`config.mk`:
```
export PLATFORM = sky130hd
export DESIGN_NAME = remote_frame_decoder
export DESIGN_NICKNAME = d
export VERILOG_FILES = /design/src/design/rfd_pkg.sv /design/src/design/rfd_collect.sv /design/src/design/rfd_decode.sv /design/src/design/rfd_filter.sv /design/src/design/remote_frame_decoder.sv
export SDC_FILE = /design/constraint.sdc
export NUM_CORES = 1
export LEC_CHECK = 0
export ABC_AREA = 0
export BUFFER_PORTS_ARGS = -buffer_cell sky130_fd_sc_hd__buf_4
export CAP_MARGIN = 20
export CORE_ASPECT_RATIO = 0.75
export CORE_UTILIZATION = 50
export CTS_BUF_LIST = sky130_fd_sc_hd__clkbuf_16
export CTS_CLUSTER_SIZE = 28
export DETAILED_ROUTE_END_ITERATION = 6
export MAX_ROUTING_LAYER = met4
export PLACE_DENSITY = 0.68
export SYNTH_ARGS = -nofsm -noshare
export SYNTH_HDL_FRONTEND = slang
export SYNTH_SLANG_ARGS = --single-unit
```
`constraint.sdc`:
```
create_clock -name clk -period 19.9 [get_ports clk]
set_input_delay 3.98 -clock clk [delete_from_list [all_inputs] [get_ports clk]]
set_output_delay 3.98 -clock clk [all_outputs]
set_load 0.01 [all_outputs]
```
`src/design/rfd_pkg.sv`:
```
// Shared types, constants and helpers of the remote frame decoder.
`timescale 1ns / 1ps
`default_nettype none

package rfd_pkg;

    localparam int FRAME_BYTES = 18;
    localparam int CNT_W       = $clog2(FRAME_BYTES + 2);
    localparam int IDX_W       = $clog2(FRAME_BYTES);
    localparam int CFG_W       = 12;
    localparam int IDX_CFG_W   = 3;

    localparam logic [10:0] OFFSET_RESET   = 11'd1024;
    localparam logic [10:0] ERR_LIM_RESET  = 11'd700;
    localparam logic [10:0] DEADBAND_RESET = 11'd10;
    localparam logic [11:0] JUMP_LIM_RESET = 12'd500;
    localparam logic [1:0]  SW_DOWN_RESET  = 2'd2;
    localparam logic [1:0]  SW_INVALID     = 2'd0;

    typedef enum logic [IDX_CFG_W-1:0] {
        REG_CHANNEL_OFFSET   = 3'd0,
        REG_ERROR_LIMIT      = 3'd1,
        REG_DEADBAND         = 3'd2,
        REG_JUMP_LIMIT       = 3'd3,
        REG_SWITCH_DOWN_CODE = 3'd4
    } reg_index_t;

    typedef logic [FRAME_BYTES-1:0][7:0] frame_t;

    typedef struct packed {
        logic [10:0] channel_offset;
        logic [10:0] error_limit;
        logic [10:0] deadband;
        logic [11:0] jump_limit;
        logic [1:0]  switch_down_code;
    } cfg_t;

    typedef struct packed {
        logic            err;
        logic [3:0][11:0] ch;
        logic [15:0]     aux;
        logic [3:0]      sw;
        logic [15:0]     mouse_x;
        logic [15:0]     mouse_y;
        logic [15:0]     mouse_z;
        logic [15:0]     buttons;
        logic [15:0]     keys;
    } decoded_t;

    function automatic logic [11:0] abs12(input logic [11:0] v);
        abs12 = v[11] ? (~v + 12'd1) : v;
    endfunction

    function automatic logic [12:0] abs13(input logic [12:0] v);
        abs13 = v[12] ? (~v + 13'd1) : v;
    endfunction

endpackage

`default_nettype wire

```
`src/design/rfd_collect.sv`:
```
// Byte counter and frame store: gathers bytes until the line goes idle.
`timescale 1ns / 1ps
`default_nettype none

module rfd_collect (
    input  wire logic          clk,
    input  wire logic          rst_n,
    input  wire logic          accept,
    input  wire logic [7:0]    rx_byte,
    input  wire logic          line_idle,
    output logic               frame_done,
    output rfd_pkg::frame_t    frame
);
    import rfd_pkg::*;

    logic [CNT_W-1:0] count_reg;
    logic [CNT_W-1:0] count_next;
    frame_t           store_reg;

    always_comb
    begin
        count_next = count_reg;
        if (accept)
        begin
            if (line_idle)
            begin
                count_next = '0;
            end
            else if (count_reg <= CNT_W'(FRAME_BYTES))
            begin
                // saturate one past a full frame so an overlong frame is dropped
                count_next = count_reg + CNT_W'(1);
            end
        end
    end

    always_ff @(posedge clk or negedge rst_n)
    begin
        if (!rst_n)
        begin
            count_reg <= '0;
        end
        else
        begin
            count_reg <= count_next;
        end
    end

    always_ff @(posedge clk)
    begin
        if (accept && !line_idle && (count_reg < CNT_W'(FRAME_BYTES)))
        begin
            store_reg[count_reg[IDX_W-1:0]] <= rx_byte;
        end
    end

    assign frame_done = accept && line_idle && (count_reg == CNT_W'(FRAME_BYTES));
    assign frame      = store_reg;

endmodule

`default_nettype wire

```
`src/design/rfd_decode.sv`:
```
// Frame unpack, offset removal and range/switch check into the decode register.
`timescale 1ns / 1ps
`default_nettype none

module rfd_decode (
    input  wire logic          clk,
    input  wire logic          rst_n,
    input  wire logic          frame_done,
    input  wire rfd_pkg::frame_t frame,
    input  wire rfd_pkg::cfg_t cfg,
    input  wire logic          advance,
    output logic               stage_valid,
    output rfd_pkg::decoded_t  stage
);
    import rfd_pkg::*;

    logic             valid_reg;
    logic             valid_next;
    decoded_t         dec_reg;
    decoded_t         dec_next;
    logic [3:0][10:0] raw;
    logic [3:0][11:0] ch;
    logic             range_err;
    logic             err;
    logic [1:0]       sw_l;
    logic [1:0]       sw_r;

    always_comb
    begin
        raw[0] = {frame[1][2:0], frame[0]};
        raw[1] = {frame[2][5:0], frame[1][7:3]};
        raw[2] = {frame[4][0], frame[3], frame[2][7:6]};
        raw[3] = {frame[5][3:0], frame[4][7:1]};
        sw_l   = frame[5][5:4];
        sw_r   = frame[5][7:6];

        range_err = 1'b0;
        for (int i = 0; i < 4; i++)
        begin
            ch[i] = {1'b0, raw[i]} - {1'b0, cfg.channel_offset};
            if (abs12(ch[i]) > {1'b0, cfg.error_limit})
            begin
                range_err = 1'b1;
            end
        end
        err = range_err || (sw_l == SW_INVALID) || (sw_r == SW_INVALID);

        dec_next.err     = err;
        dec_next.ch      = ch;
        dec_next.aux     = {frame[17], frame[16]} - {5'd0, cfg.channel_offset};
        dec_next.sw      = {sw_r, sw_l};
        dec_next.mouse_x = {frame[7], frame[6]};
        dec_next.mouse_y = {frame[9], frame[8]};
        dec_next.mouse_z = {frame[11], frame[10]};
        dec_next.buttons = {frame[13], frame[12]};
        dec_next.keys    = {frame[15], frame[14]};

        // zero the data and force both switches down on a bad frame
        if (err)
        begin
            dec_next.ch      = '0;
            dec_next.aux     = '0;
            dec_next.sw      = {cfg.switch_down_code, cfg.switch_down_code};
            dec_next.mouse_x = '0;
            dec_next.mouse_y = '0;
            dec_next.mouse_z = '0;
            dec_next.buttons = '0;
            dec_next.keys    = '0;
        end

        valid_next = frame_done || (valid_reg && !advance);
    end

    always_ff @(posedge clk or negedge rst_n)
    begin
        if (!rst_n)
        begin
            valid_reg <= 1'b0;
        end
        else
        begin
            valid_reg <= valid_next;
        end
    end

    always_ff @(posedge clk)
    begin
        if (frame_done)
        begin
            dec_reg <= dec_next;
        end
    end

    assign stage_valid = valid_reg;
    assign stage       = dec_reg;

endmodule

`default_nettype wire

```
`src/design/rfd_filter.sv`:
```
// Deadband on channel two, stick jump filter and the result register.
`timescale 1ns / 1ps
`default_nettype none

module rfd_filter (
    input  wire logic            clk,
    input  wire logic            rst_n,
    input  wire logic            stage_valid,
    input  wire rfd_pkg::decoded_t stage,
    input  wire rfd_pkg::cfg_t   cfg,
    input  wire logic            out_ready,
    output logic                 advance,
    output logic                 out_valid,
    output rfd_pkg::decoded_t    result
);
    import rfd_pkg::*;

    logic             out_valid_reg;
    logic             out_valid_next;
    decoded_t         out_reg;
    decoded_t         out_next;
    logic [3:0][11:0] last_reg;
    logic [3:0][11:0] last_next;
    logic [3:0][11:0] ch;
    logic [3:0][12:0] diff;

    always_comb
    begin
        advance = stage_valid && (!out_valid_reg || out_ready);

        ch = stage.ch;
        if (abs12(ch[2]) <= {1'b0, cfg.deadband})
        begin
            ch[2] = '0;
        end

        out_next  = stage;
        last_next = last_reg;
        for (int i = 0; i < 4; i++)
        begin
            diff[i] = {last_reg[i][11], last_reg[i]} - {ch[i][11], ch[i]};
            // hold the last accepted value when the stick jumps too far
            if (abs13(diff[i]) > {1'b0, cfg.jump_limit})
            begin
                out_next.ch[i] = last_reg[i];
            end
            else
            begin
                out_next.ch[i] = ch[i];
                last_next[i]   = ch[i];
            end
        end

        out_valid_next = advance || (out_valid_reg && !out_ready);
    end

    always_ff @(posedge clk or negedge rst_n)
    begin
        if (!rst_n)
        begin
            out_valid_reg <= 1'b0;
            last_reg      <= '0;
        end
        else
        begin
            out_valid_reg <= out_valid_next;
            if (advance)
            begin
                last_reg <= last_next;
            end
        end
    end

    always_ff @(posedge clk)
    begin
        if (advance)
        begin
            out_reg <= out_next;
        end
    end

    assign out_valid = out_valid_reg;
    assign result    = out_reg;

endmodule

`default_nettype wire

```
`src/design/remote_frame_decoder.sv`:
```
// Top level of the remote control frame decoder.
`timescale 1ns / 1ps
`default_nettype none

// Each request is either one received byte (line_idle low) or an end-of-frame
// marker (line_idle high). Bytes are stored until the marker; a frame of exactly
// 18 bytes then yields one result, any other length yields none. A request is
// taken every cycle as long as the two-deep result path (decode register, then
// result register) has room, so requests stream at one per cycle. The decode
// register takes the unpack, offset and range/switch check; the result register
// takes the channel-two deadband and the jump filter against the last accepted
// stick values. Configuration writes take effect at the next edge and belong in
// idle periods only.
module remote_frame_decoder (
    input  wire logic                        clk,
    input  wire logic                        rst_n,
    input  wire logic                        in_valid,
    output logic                             in_ready,
    input  wire logic [7:0]                  rx_byte,
    input  wire logic                        line_idle,
    output logic                             out_valid,
    input  wire logic                        out_ready,
    output logic signed [11:0]               stick_0,
    output logic signed [11:0]               stick_1,
    output logic signed [11:0]               stick_2,
    output logic signed [11:0]               stick_3,
    output logic signed [15:0]               aux_channel,
    output logic [3:0]                       switches,
    output logic signed [15:0]               mouse_x,
    output logic signed [15:0]               mouse_y,
    output logic signed [15:0]               mouse_z,
    output logic [15:0]                      mouse_buttons,
    output logic [15:0]                      key_bits,
    output logic                             data_error,
    input  wire logic                        cfg_we,
    input  wire logic [rfd_pkg::IDX_CFG_W-1:0] cfg_index,
    input  wire logic [rfd_pkg::CFG_W-1:0]   cfg_wdata
);
    import rfd_pkg::*;

    cfg_t     cfg_reg;
    cfg_t     cfg_next;
    logic     accept;
    logic     frame_done;
    frame_t   frame;
    logic     stage_valid;
    decoded_t stage;
    logic     advance;
    decoded_t result;

    always_comb
    begin
        cfg_next = cfg_reg;
        if (cfg_we)
        begin
            unique case (cfg_index)
                REG_CHANNEL_OFFSET:   cfg_next.channel_offset   = cfg_wdata[10:0];
                REG_ERROR_LIMIT:      cfg_next.error_limit      = cfg_wdata[10:0];
                REG_DEADBAND:         cfg_next.deadband         = cfg_wdata[10:0];
                REG_JUMP_LIMIT:       cfg_next.jump_limit       = cfg_wdata[11:0];
                REG_SWITCH_DOWN_CODE: cfg_next.switch_down_code = cfg_wdata[1:0];
                default:              cfg_next = cfg_reg;
            endcase
        end
    end

    always_ff @(posedge clk or negedge rst_n)
    begin
        if (!rst_n)
        begin
            cfg_reg.channel_offset   <= OFFSET_RESET;
            cfg_reg.error_limit      <= ERR_LIM_RESET;
            cfg_reg.deadband         <= DEADBAND_RESET;
            cfg_reg.jump_limit       <= JUMP_LIM_RESET;
            cfg_reg.switch_down_code <= SW_DOWN_RESET;
        end
        else
        begin
            cfg_reg <= cfg_next;
        end
    end

    assign in_ready = !stage_valid || advance;
    assign accept   = in_valid && in_ready;

    rfd_collect u_collect (
        .clk        (clk),
        .rst_n      (rst_n),
        .accept     (accept),
        .rx_byte    (rx_byte),
        .line_idle  (line_idle),
        .frame_done (frame_done),
        .frame      (frame)
    );

    rfd_decode u_decode (
        .clk         (clk),
        .rst_n       (rst_n),
        .frame_done  (frame_done),
        .frame       (frame),
        .cfg         (cfg_reg),
        .advance     (advance),
        .stage_valid (stage_valid),
        .stage       (stage)
    );

    rfd_filter u_filter (
        .clk         (clk),
        .rst_n       (rst_n),
        .stage_valid (stage_valid),
        .stage       (stage),
        .cfg         (cfg_reg),
        .out_ready   (out_ready),
        .advance     (advance),
        .out_valid   (out_valid),
        .result      (result)
    );

    assign stick_0       = $signed(result.ch[0]);
    assign stick_1       = $signed(result.ch[1]);
    assign stick_2       = $signed(result.ch[2]);
    assign stick_3       = $signed(result.ch[3]);
    assign aux_channel   = $signed(result.aux);
    assign switches      = result.sw;
    assign mouse_x       = $signed(result.mouse_x);
    assign mouse_y       = $signed(result.mouse_y);
    assign mouse_z       = $signed(result.mouse_z);
    assign mouse_buttons = result.buttons;
    assign key_bits      = result.keys;
    assign data_error    = result.err;

    // a stalled request means both result stages are full
    assert property (@(posedge clk) disable iff (!rst_n)
        !in_ready |-> (stage_valid && out_valid && !out_ready))
    else $error("input stalled while result path has room");

    // a new result only comes from a held decode stage
    assert property (@(posedge clk) disable iff (!rst_n)
        $rose(out_valid) |-> $past(stage_valid))
    else $error("result appeared without a decoded frame");

    // an error frame carries zeroed aux, mouse_x and key bits and both switches forced down
    assert property (@(posedge clk) disable iff (!rst_n)
        (out_valid && data_error) |->
            (aux_channel == 16'sd0 && mouse_x == 16'sd0 && key_bits == 16'd0
             && switches == {cfg_reg.switch_down_code, cfg_reg.switch_down_code}))
    else $error("error frame with nonzero payload");

endmodule

`default_nettype wire
```
* After elaboration in Yosys (flattened, before gate mapping)
Cells that the tools add are included.
Storage, ports and cells: register bits after elaboration 544, bits in latches 0, bits in writable memories 0, word-level logic and storage cells 154, output and inout port bits 151, memories 0, bits of input ports 29, memory bits (read-only) 0
Operators by class: shifts and indexed selects 0, reduce and logical (&&, ||, !) cells 30, bitwise gates (word level) 9, add/subtract/negate cells 19, multiplexer cells 24, multiply operators 0, equal/unequal tests 5, $lt $le $gt $ge 13, divide/modulo/power cells 0
Operators by type and width (number):
- $bwmux W144 | 1
- $mux W12 | 10
- $mux W84 | 1
- $add A12 B1 Y12 const B | 5
- $not A12 Y12 | 5
- $add A13 B1 Y13 const B | 4
- $gt A13 B12 Y1 | 4
- $mux W13 | 4
- $not A13 Y13 | 4
- $sub A12 B12 Y13 | 4
- $gt A12 B11 Y1 | 4
- $sub A11 B11 Y12 | 4
- $demux W8 S5 | 1
- $sub A16 B11 Y16 | 1
- $le A12 B11 Y1 | 1
- $reduce_and A2 Y1 | 6
- $mux W5 | 2
- $logic_and A1 B1 Y1 | 9
- $mux W8 | 1
- $eq A3 B2 Y1 const B | 2
- $logic_or A1 B1 Y1 | 6
- $lt A5 B6 Y1 const B | 1
- $add A5 B1 Y5 const B | 1
- $eq A5 B5 Y1 const B | 1
- other kinds (10) | 18

* Longest topological paths before layout
Gate-level depths: netlist (run 1).
depth in word-level cells 12, mapped depth 36, gate-level depth less buffers 34

* Modules after synthesis
Synthesis (run 1) repeated with hierarchy kept, for this count alone.
Unflattened totals: cells, all modules 2306, area, all modules 28862.7 sq um
Modules (own cells, without submodules):
- rfd_filter | cells an instance 1057, times used 1, sequential area each 5700.5 sq um, area an instance 12140.4 sq um
- rfd_decode | cells an instance 931, times used 1, sequential area each 4499.3 sq um, area an instance 9979.6 sq um
- rfd_collect | cells an instance 213, times used 1, sequential area each 4449.3 sq um, area an instance 4908.5 sq um
- remote_frame_decoder | cells an instance 105, times used 1, sequential area each 1196.1 sq um, area an instance 1834.3 sq um

* Least setup slack after synthesis (run 1)
No wires, ideal clock.
path kind in2reg, start input port out_ready, end register u_decode.dec_reg (netlist bit u_decode.stage[0]), enable pin, data required time 18.878 ns, arrival time 18.459 ns, library setup time 1.022 ns, slack 0.420 ns, buffers on the path 0, stages on the path 4, path through nand3b_1 -> and2_1 -> nand2_1 -> nor4_1
On the way: longest elaborated chain between the ends 6
Ends and longest elaborated chain:
- from (decl) | RTL line remote_frame_decoder.sv:22 | input wire logic out_ready,
- $logic_or A1 B1 Y1 | RTL line rfd_filter.sv:29 | advance = stage_valid && (!out_valid_reg || out_ready);
- $logic_and A1 B1 Y1 | RTL line rfd_filter.sv:29
- $logic_or A1 B1 Y1 | RTL line remote_frame_decoder.sv:83 | assign in_ready = !stage_valid || advance;
- $logic_and A1 B1 Y1 | RTL line remote_frame_decoder.sv:84 | assign accept = in_valid && in_ready;
- $logic_and A1 B1 Y1 (2 in series) | RTL line rfd_collect.sv:57 | assign frame_done = accept && line_idle && (count_reg == CNT_W'(FRAME_BYTES));
- net frame_done | RTL line remote_frame_decoder.sv:44 | logic frame_done;
- to (signal assigned) | RTL line rfd_decode.sv:90 | dec_reg <= dec_next;
- to (decl) | RTL line rfd_decode.sv:19 | decoded_t dec_reg;
The timed path passes the listed nets, and every way through them passes these cells. A chain may end at the register's enable or synchronous reset.

* Worst setup path after layout (run 1)
start input port out_ready, end output port in_ready
On the way: longest elaborated chain between the ends 3
Ends and longest elaborated chain:
- $logic_or A1 B1 Y1 | RTL line rfd_filter.sv:29
- $logic_and A1 B1 Y1 | RTL line rfd_filter.sv:29
- $logic_or A1 B1 Y1 | RTL line remote_frame_decoder.sv:83
- to (decl) | RTL line remote_frame_decoder.sv:18 | output logic in_ready,
Every way passes these cells.

==> run_results.csv, run 1 <==
group,metric,value,unit
cells_and_area,multi_input_area,0.01135,mm²
timing,hold_viol,0,
timing,tns,0,ns
die,rows,74,
yosys,ys_ff_latch,544,
yosys,synth.area.top_cells,"edfxtp_1, ha_1, dfrtp_1",
power,power_density,104.8,mW/mm²
clock_network,clk_pin_slew,0.06,ns
timing,worst_pin_slew,1.035,ns
placement,gp_congestion,0.9161,
timing,min_period,8.444,ns
yosys,async_flop_share,0.1875,
timing,rsz0062_at_grt,"false",
clock_network,cts-resized-gates,0,
run,cap_violations,0,
detailed_routing,viasPerCell,5.639,
die,dieArea,0.05662,mm²
cells_and_area,final-seq-area,0.01585,mm²
cells_and_area,antennaDiodeCount,0,
worst_hold_path,whs_path_depth,0,
detailed_routing,firstDrtPassIters,7,
cells_and_area,nFillCells,4383,
clock_network,htree_levels,2,
timing,fmax,118.4,MHz
die,die_w,274.4,µm
clock_network,cts_root_buffer,"clkbuf_16",
die,die_h,206.3,µm
cells_and_area,fin_cells,3232,
detailed_routing,wl_per_cell,19.98,µm
die,core,0.05472,mm²
clock_network,clock_sinks,544,
yosys,synth_top_area_frac,0.4769,
worst_hold_path,min_path_type,"reg2reg",
detailed_routing,drt-initial-drc-count,1530,
timing,slew_violations,0,
setup_path,path_class,"in2out",
yosys,syn-num-nets,2518,
yosys,synth_cell_types,82,
clock_network,cts_tree,"done",
cells_and_area,fin_area,0.03171,mm²
power,ir_drop,57.85,µV
yosys,synth_ff_type,"edfxtp_1",
detailed_routing,vias,18230,
yosys,synth.avg_cell_area,12.31,µm²
placement,io_buffers,179,
clock_network,cts_buffers,51,
yosys,synthCells,2261,
setup_path,critPathArrivalTime,4.46,ns
yosys,yosysSeqAreaShare,0.5693,
yosys,synth_edf_count,442,
yosys,yosys_warnings,0,
setup_path,cp-end-kind,"primary output",
placement,place_inst,3134,
placement,place_area,0.03006,mm²
global_route,grt_pass1_wl,98220,µm
die,pin_count,180,
detailed_routing,ant_nets,0,
global_route,grt.total_usage,0.2340,
setup_path,critPathMaxFanout,4,
timing,finalCritPeriodShare,0.4243,
placement,hpwl,46610,µm
detailed_routing,routed_wl,64590,µm
global_route,grt-ovfl-total,0,
yosys,yosysTopAreaCell,"edfxtp_1",
clock_network,clk_latency,0.62,ns
detailed_routing,drc,14,
outcome,violations,"design-rule violations",
cells_and_area,layout-drive-gt1-share,0.1562,
global_route,antenna_found_initial,2,
power,p_leak,0.01239,µW
outcome,status,"complete, but fails checks",
global_route,grt_max_degree,77,
clock_network,cts_setup_buffers,0,
clock_network,clock_path_buffers,3,
clock_network,holdBufCountCts,0,
setup_path,required,15.92,ns
timing,final.setup_skew,0.04857,ns
global_route,grt_pass1_vias,17490,
cells_and_area,syn_to_final_growth,13.93,%
cells_and_area,nets,2724,
die,initial_core_util,0.5086,
setup_path,start_kind,"primary input",
setup_path,r2r_slack,12.15,ns
setup_path,ff2ff_path_depth,32,
timing,slew-limit-headroom,0.3100,
timing,setup-violations-final,0,
yosys,syn_area,0.02783,mm²
layout by cell type (no fill, tap or decap), drive strengths merged, types with 93 or more instances in the layout:
cell    Yosys  routed
and2      118     118
o21ai     137     137
nor2      156     156
edfxtp    442     442
inv       127     137
nand2     137     137
ha        219     219
xnor2     123     123
a21oi      93      93
buf        15     197
Yosys cell counts, drive strengths merged (36+ instances only):
cell and instances:
nor3 36, inv 127, mux2 75, and2 118, nor2 156, ha 219
xor2 36, xnor2 123, edfxtp 442, a21oi 93, dfrtp 86, o21ai 137
nand2 137
cell type report:
type	instances	area share
Tap cell	722	0.02849
Clock inverter	45	0.01065
Sequential cell	544	0.4997
Inverter	127	0.01519
Clock buffer	51	0.04025
Timing Repair Buffer	197	0.04771
Multi-Input combinational cell	1546	0.3580
final timing paths:
| path | startpoint | to |
|---|---|---|
| setup / recovery | out_ready | in_ready |
| hold / removal | u_decode.stage[82] | u_filter.result[82] |
| setup reg to reg | u_decode.stage[124] | u_filter.last_reg[24] |
| hold reg to reg | u_decode.stage[82] | u_filter.result[82] |
| max in group asynchronous | rst_n | u_collect.count_reg[1] |
| min in group asynchronous | rst_n | u_filter.last_reg[17] |
report_power, final:
part | switching, µW | internal [µW] | total (µW)
Clock | 431 | 510 | 941
Sequential | 18.7 | 1300 | 1320
Combinational | 635 | 427 | 1060
layer usage:
layer	vias up	share of wire	routed length (µm)	track usage
li1	8721	-	-	-
met1	8971	0.47	30570	0.3324
met2	461	0.46	29880	0.3605
met3	73	0.048	3068	0.02835
met4	0	0.017	1071	0.05337
met5	-	0	0	-
critical path, cell delays in order:
cell	delay (ns)
buf_4	0.11
nand3b_1	0.20
buf_4	0.18
logic make-up (layout without fill, tap and decap cells):
family | Yosys count | count (layout) | share of synthesized area
compound gates | 448 | 448 | 0.1042
flops | 544 | 544 | 0.5693
fa+ha+maj | 228 | 228 | 0.1049
mux | 76 | 76 | 0.03070
xor+xnor | 159 | 159 | 0.05003
buf+inv | 171 | 420 | 0.02423
simple gates | 635 | 635 | 0.1166
stage by stage:
step,utilization,setup WS (ns),total power [µW],hold WS [ns]
global placement,0.5487,11.46,2349,0.4019
floorplan,-,0.4195,2122,0.4003
global route,0.5795,11.42,3515,0.4146
detailed placement,0.5494,11.45,2394,0.4045
CTS,0.5789,11.44,3339,0.3972
finish,0.5795,11.46,3323,0.4002
No activity file was read; power rests on OpenSTA's default activity.
==> inputs of run 2 (changes only) <==
PLACE_DENSITY = 0.7   (was 0.68)
clock period = 7.3 ns   (was 19.9 ns; I/O delays follow)
==> run 2 against run 1 <==
  * The run still ends with design-rule violations left
  * Cell area rose by 0.27%
  * Final cell count rose by 0.12%
  * Critical path depth rose by 26
  * Register-to-register slack got worse by 12 ns
  * Die area did not move
  * Utilization rose by 0.16 points
  * Largest cell class unchanged
==> run_results.csv, run 2 (synthesis results as in run 1) <==
group,metric,value,unit
timing,hold_viol,0,
timing,slew_violations,0,
detailed_routing,ant_nets,0,
clock_network,clk_latency,0.61,ns
cells_and_area,layout_common_cells,"edfxtp_1, ha_1, buf_4, nor2_1, nand2_1",
setup_path,path_class,"reg2reg",
detailed_routing,routed_wl,65230,µm
detailed_routing,drt-initial-drc-count,1391,
power,ir_drop,211.7,µV
global_route,grt_pass1_wl,99340,µm
cells_and_area,layout-drive-gt1-share,0.1620,
clock_network,clock_path_buffers,3,
die,core,0.05472,mm²
clock_network,clock_sinks,544,
placement,io_buffers,179,
die,initial_core_util,0.5086,
placement,gp_congestion,0.9168,
timing,finalCritPeriodShare,0.9539,
placement,place_inst,3135,
timing,fmax,143.6,MHz
die,rows,74,
worst_hold_path,min_path_type,"reg2reg",
detailed_routing,wl_per_cell,20.16,µm
clock_network,cts_buffers,51,
timing,whs,0.4168,ns
outcome,violations,"design-rule violations",
global_route,grt-ovfl-total,0,
setup_path,start_kind,"flip-flop",
clock_network,htree_levels,2,
global_route,grt_pass1_vias,17650,
die,die_w,274.4,µm
die,pin_count,180,
clock_network,cts_tree,"done",
run,cap_violations,0,
setup_path,required,7.65,ns
global_route,grt_max_degree,112,
die,dieArea,0.05662,mm²
setup_path,critPathArrivalTime,7.31,ns
timing,fin_ws,0.3365,ns
timing,worst_pin_slew,1.125,ns
detailed_routing,vias,18330,
clock_network,clk_pin_slew,0.06,ns
timing,final.setup_skew,0.01686,ns
global_route,antenna_found_initial,2,
cells_and_area,final_common_cell,"edfxtp_1",
die,die_h,206.3,µm
setup_path,critPathMaxStageDelay,0.44,ns
cells_and_area,fin_cells,3236,
power,power_density,285.7,mW/mm²
detailed_routing,firstDrtPassIters,7,
timing,setup-violations-final,0,
timing,min_period,6.964,ns
clock_network,cts_root_buffer,"clkbuf_16",
placement,hpwl,47110,µm
cells_and_area,syn_to_final_growth,14.24,%
cells_and_area,nets,2728,
detailed_routing,viasPerCell,5.665,
detailed_routing,drc,24,
setup_path,cp-end-kind,"flip-flop",
setup_path,slowest_stage,"edfxtp_1",
global_route,grt.total_usage,0.2363,
power,p_leak,0.01243,µW
placement,pre_cts_slack,0.2049,ns
setup_path,critPathMaxFanout,34,
timing,slew-limit-headroom,0.2490,
outcome,status,"complete, but fails checks",
clock_network,holdBufCountCts,0,
## run 2: changes by cell type in the layout (fill, tap and decap cells not counted), sizes merged
cell,before,now
diode,0,2
inv,137,138
clkinvlp,5,2
buf,197,201
bufinv,3,2
clkinv,27,28
## run 2: repair_timing
item                       CTS  global route
gates resized for setup      0            14
setup endpoints to repair    0            24
buffers inserted             0             2
## run 2: worst paths after layout
path | startpoint | slack (ns) | endpoint | cells after the start
min | u_decode.stage[3] | 0.42 | u_filter.result[3] | 0
min reg2reg | u_decode.stage[3] | 0.42 | u_filter.result[3] | 0
max reg2reg | u_decode.stage[128] | 0.34 | u_filter.result[124] | 29
max in group asynchronous | rst_n | 5.52 | cfg_reg[46] | 3
max | u_decode.stage[128] | 0.34 | u_filter.result[124] | 29
min in group asynchronous | rst_n | 0.80 | u_filter.last_reg[41] | 1
## run 2: power by group
part	internal (µW)	switching (µW)
logic	1180	1760
clock network	1360	1180
registers	3550	52.6
total	6090	2990
## run 2: final cells by class
cell class | count | area [µm²]
inverters | 127 | 481.7
diodes | 2 | 5.005
flip-flops and latches | 544 | 15850
well taps | 722 | 903.4
fillers | 4403 | 22920
clock buffers | 51 | 1276
repair buffers | 201 | 1543
multi-input cells | 1546 | 11410
clock inverters | 43 | 331.6
## run 2: layer usage
| layer | global-route usage | share of wire |
|---|---|---|
| met4 | 0.06389 | 0.023 |
| met5 | - | 0 |
| met2 | 0.3534 | 0.45 |
| met3 | 0.04055 | 0.059 |
| met1 | 0.3329 | 0.47 |
## run 2: critical path: cells and delay by family (launching register included)
kind / cells / cell delay [ns]
AO/OA/AOI/OAI: 7 / 1.36
XOR/XNOR: 2 / 0.27
adder cells (fa/ha/maj): 5 / 1.37
buffers and inverters: 3 / 0.37
flip-flops: 1 / 0.44
multiplexers: 1 / 0.29
AND/OR/NAND/NOR: 11 / 2.63
## run 2: per-stage QoR
| stage | TNS, ns | total power (µW) | instance area (µm²) | util |
|---|---|---|---|---|
| 2_1_floorplan | 0 | 5784 | 27850 | - |
| 3_3_place_gp | 0 | 6416 | 30080 | 0.5496 |
| 3_5_place_dp | 0 | 6539 | 30080 | 0.5496 |
| 4_1_cts | 0 | 9094 | 31680 | 0.5790 |
| 5_1_grt | -0.01499 | 9609 | 31790 | 0.5810 |
| 6_report | 0 | 9085 | 31800 | 0.5811 |
==> inputs of run 3 (changes only) <==
CAP_MARGIN = 25   (was 20)
CORE_UTILIZATION = 61   (was 50)
PLACE_DENSITY = 0.8   (was 0.7)
clock period = 6.8 ns   (was 7.3 ns; I/O delays follow)
==> run 3 against run 2 <==
  * The flow now finishes without violations
  * Setup slack lost 0.17 ns
  * Clock skew about the same
  * Clock power is 11% higher
  * Count of clock-buffer cells in the layout is 1 higher
  * Cell area grew 1.0%
  * Global-route usage grew 5.0 points
  * Die area decreased by 18%
  * Final cell count fell by 3.7%
  * First-iteration DRC count grew 31%
  * Critical path type unchanged
  * Largest cell class unchanged
  * Highest routed layer unchanged
==> run_results.csv, run 3 (synthesis results as in run 1) <==
group,metric,value,unit
clock_network,cts_tree,"done",
clock_network,cts_buffers,50,
setup_path,critPathArrivalTime,6.99,ns
timing,fmax,150.9,MHz
die,rows,67,
global_route,grt-ovfl-total,0,
detailed_routing,drc,0,
timing,setup-violations-final,0,
setup_path,required,7.16,ns
run,cap_violations,0,
power,p_clk_frac,0.283,
timing,slew-limit-headroom,0.3055,
cells_and_area,syn_to_final_growth,15.38,%
global_route,grt_pass1_vias,18010,
setup_path,slowest_stage,"edfxtp_1",
power,p_leak,0.01265,µW
die,die_w,248.7,µm
timing,min_period,6.629,ns
setup_path,critPathMaxFanout,4,
global_route,grt_pass1_wl,99980,µm
power,p_int,6749,µW
cells_and_area,layout-drive-gt1-share,0.1830,
cells_and_area,fin_cells,3117,
power,switching_power,3253,µW
placement,io_buffers,179,
placement,hpwl,45900,µm
power,power_frac_seq,0.386,
die,core,0.04485,mm²
power,power,10000,µW
placement,gp_congestion,0.9223,
timing,worst_pin_slew,1.037,ns
detailed_routing,drt-initial-drc-count,1825,
cells_and_area,multi_input_area,0.01167,mm²
power,netSwitchingFraction,0.3253,
clock_network,clk_latency,0.61,ns
placement,place_inst,3012,
cells_and_area,final-seq-area,0.01585,mm²
power,power_density,311.5,mW/mm²
detailed_routing,ant_nets,0,
die,pin_count,180,
global_route,grt_max_degree,150,
detailed_routing,routed_wl,65510,µm
global_route,antenna_found_initial,0,
die,die_h,187.0,µm
clock_network,clk_pin_slew,0.07,ns
clock_network,clock_sinks,544,
outcome,status,"finished, final reports clean",
setup_path,start_kind,"flip-flop",
cells_and_area,fin_area,0.03211,mm²
worst_hold_path,min_path_type,"reg2reg",
cells_and_area,final_common_cell,"edfxtp_1",
placement,place_area,0.03001,mm²
worst_hold_path,whs_path_depth,0,
setup_path,critPathMaxStageDelay,0.41,ns
setup_path,ff2ff_path_depth,30,
detailed_routing,vias,18760,
die,dieArea,0.04650,mm²
timing,slew_violations,0,
power,ir_drop,259.0,µV
timing,final.setup_skew,0.01676,ns
cells_and_area,layout_common_cells,"edfxtp_1, ha_1, buf_4, nor2_1, nand2_1",
die,initial_core_util,0.6206,
timing,hold_viol,0,
clock_network,clock_path_buffers,3,
cells_and_area,nets,2746,
timing,finalCritPeriodShare,0.9748,
setup_path,path_class,"reg2reg",
setup_path,cp-end-kind,"flip-flop",
clock_network,htree_levels,2,
timing,rsz0062_at_grt,"true",
detailed_routing,viasPerCell,6.020,
detailed_routing,firstDrtPassIters,5,
clock_network,cts_root_buffer,"clkbuf_16",
power,p_comb_frac,0.330,
timing,tns,0,ns
clock_network,holdBufCountCts,0,
global_route,grt.total_usage,0.2864,
cells_and_area,nFillCells,2987,
detailed_routing,wl_per_cell,21.02,µm
timing,whs,0.4151,ns
-- run 3: repair_timing --
action,CTS,global route
setup endpoints to repair,24,24
resized for setup,11,68
pin swaps,1,32
setup buffers,1,8
-- run 3: worst paths after layout --
| kind | from | end | slack, ns |
|---|---|---|---|
| max in group asynchronous | rst_n | cfg_reg[46] | 5.04 |
| min reg2reg | u_decode.stage[42] | u_filter.result[42] | 0.42 |
| min in group asynchronous | rst_n | u_filter.last_reg[43] | 0.71 |
| min | u_decode.stage[42] | u_filter.result[42] | 0.42 |
| max | u_decode.stage[124] | u_filter.result[124] | 0.17 |
| max reg2reg | u_decode.stage[124] | u_filter.result[124] | 0.17 |
-- run 3: worst max-delay path, delay by kind of cell, from the launching register on --
family	cells	cell delay [ns]
adders and majority gates	3	0.98
AOI/OAI and AO/OA	9	1.66
xor gates and xnor gates	3	0.41
and+or+nand+nor	10	2.12
buffers and inverters	4	0.51
muxes	1	0.29
DFF	1	0.41
-- run 3: power by group through the flow --
| stage | Clock [µW] | Combinational, µW | Sequential, µW |
|---|---|---|---|
| global route | 3000 | 3630 | 3870 |
| finish | 2830 | 3310 | 3860 |
| detailed placement | 0 | 3100 | 3930 |
| CTS | 2870 | 3130 | 3860 |
| floorplan | 0 | 2300 | 3910 |
| global placement | 0 | 2950 | 3930 |
-- run 3: layer usage --
metal	vias to the layer above	GRT usage	share of wire
li1	8765	-	-
met1	9225	0.4024	0.44
met2	653	0.4382	0.47
met3	120	0.04397	0.068
met4	0	0.07692	0.024
met5	-	-	0
-- run 3: layout make-up --
class | count | share of cell area
clock buffer | 52 | 0.04052
tap | 586 | 0.02283
inverter | 127 | 0.01500
timing repair buffer | 220 | 0.05388
multi-input combinational | 1546 | 0.3633
clock inverter | 41 | 0.01099
sequential | 544 | 0.4934
antenna | 1 | 0.00007792
-- run 3: metrics by stage --
stage / worst slack (ns) / util
2_1_floorplan: -0.2035 / -
5_1_grt: -0.1444 / 0.7160
3_3_place_gp: 0.04652 / 0.6689
3_5_place_dp: -0.1825 / 0.6691
4_1_cts: 0.001590 / 0.7070
6_report: 0.1711 / 0.7160
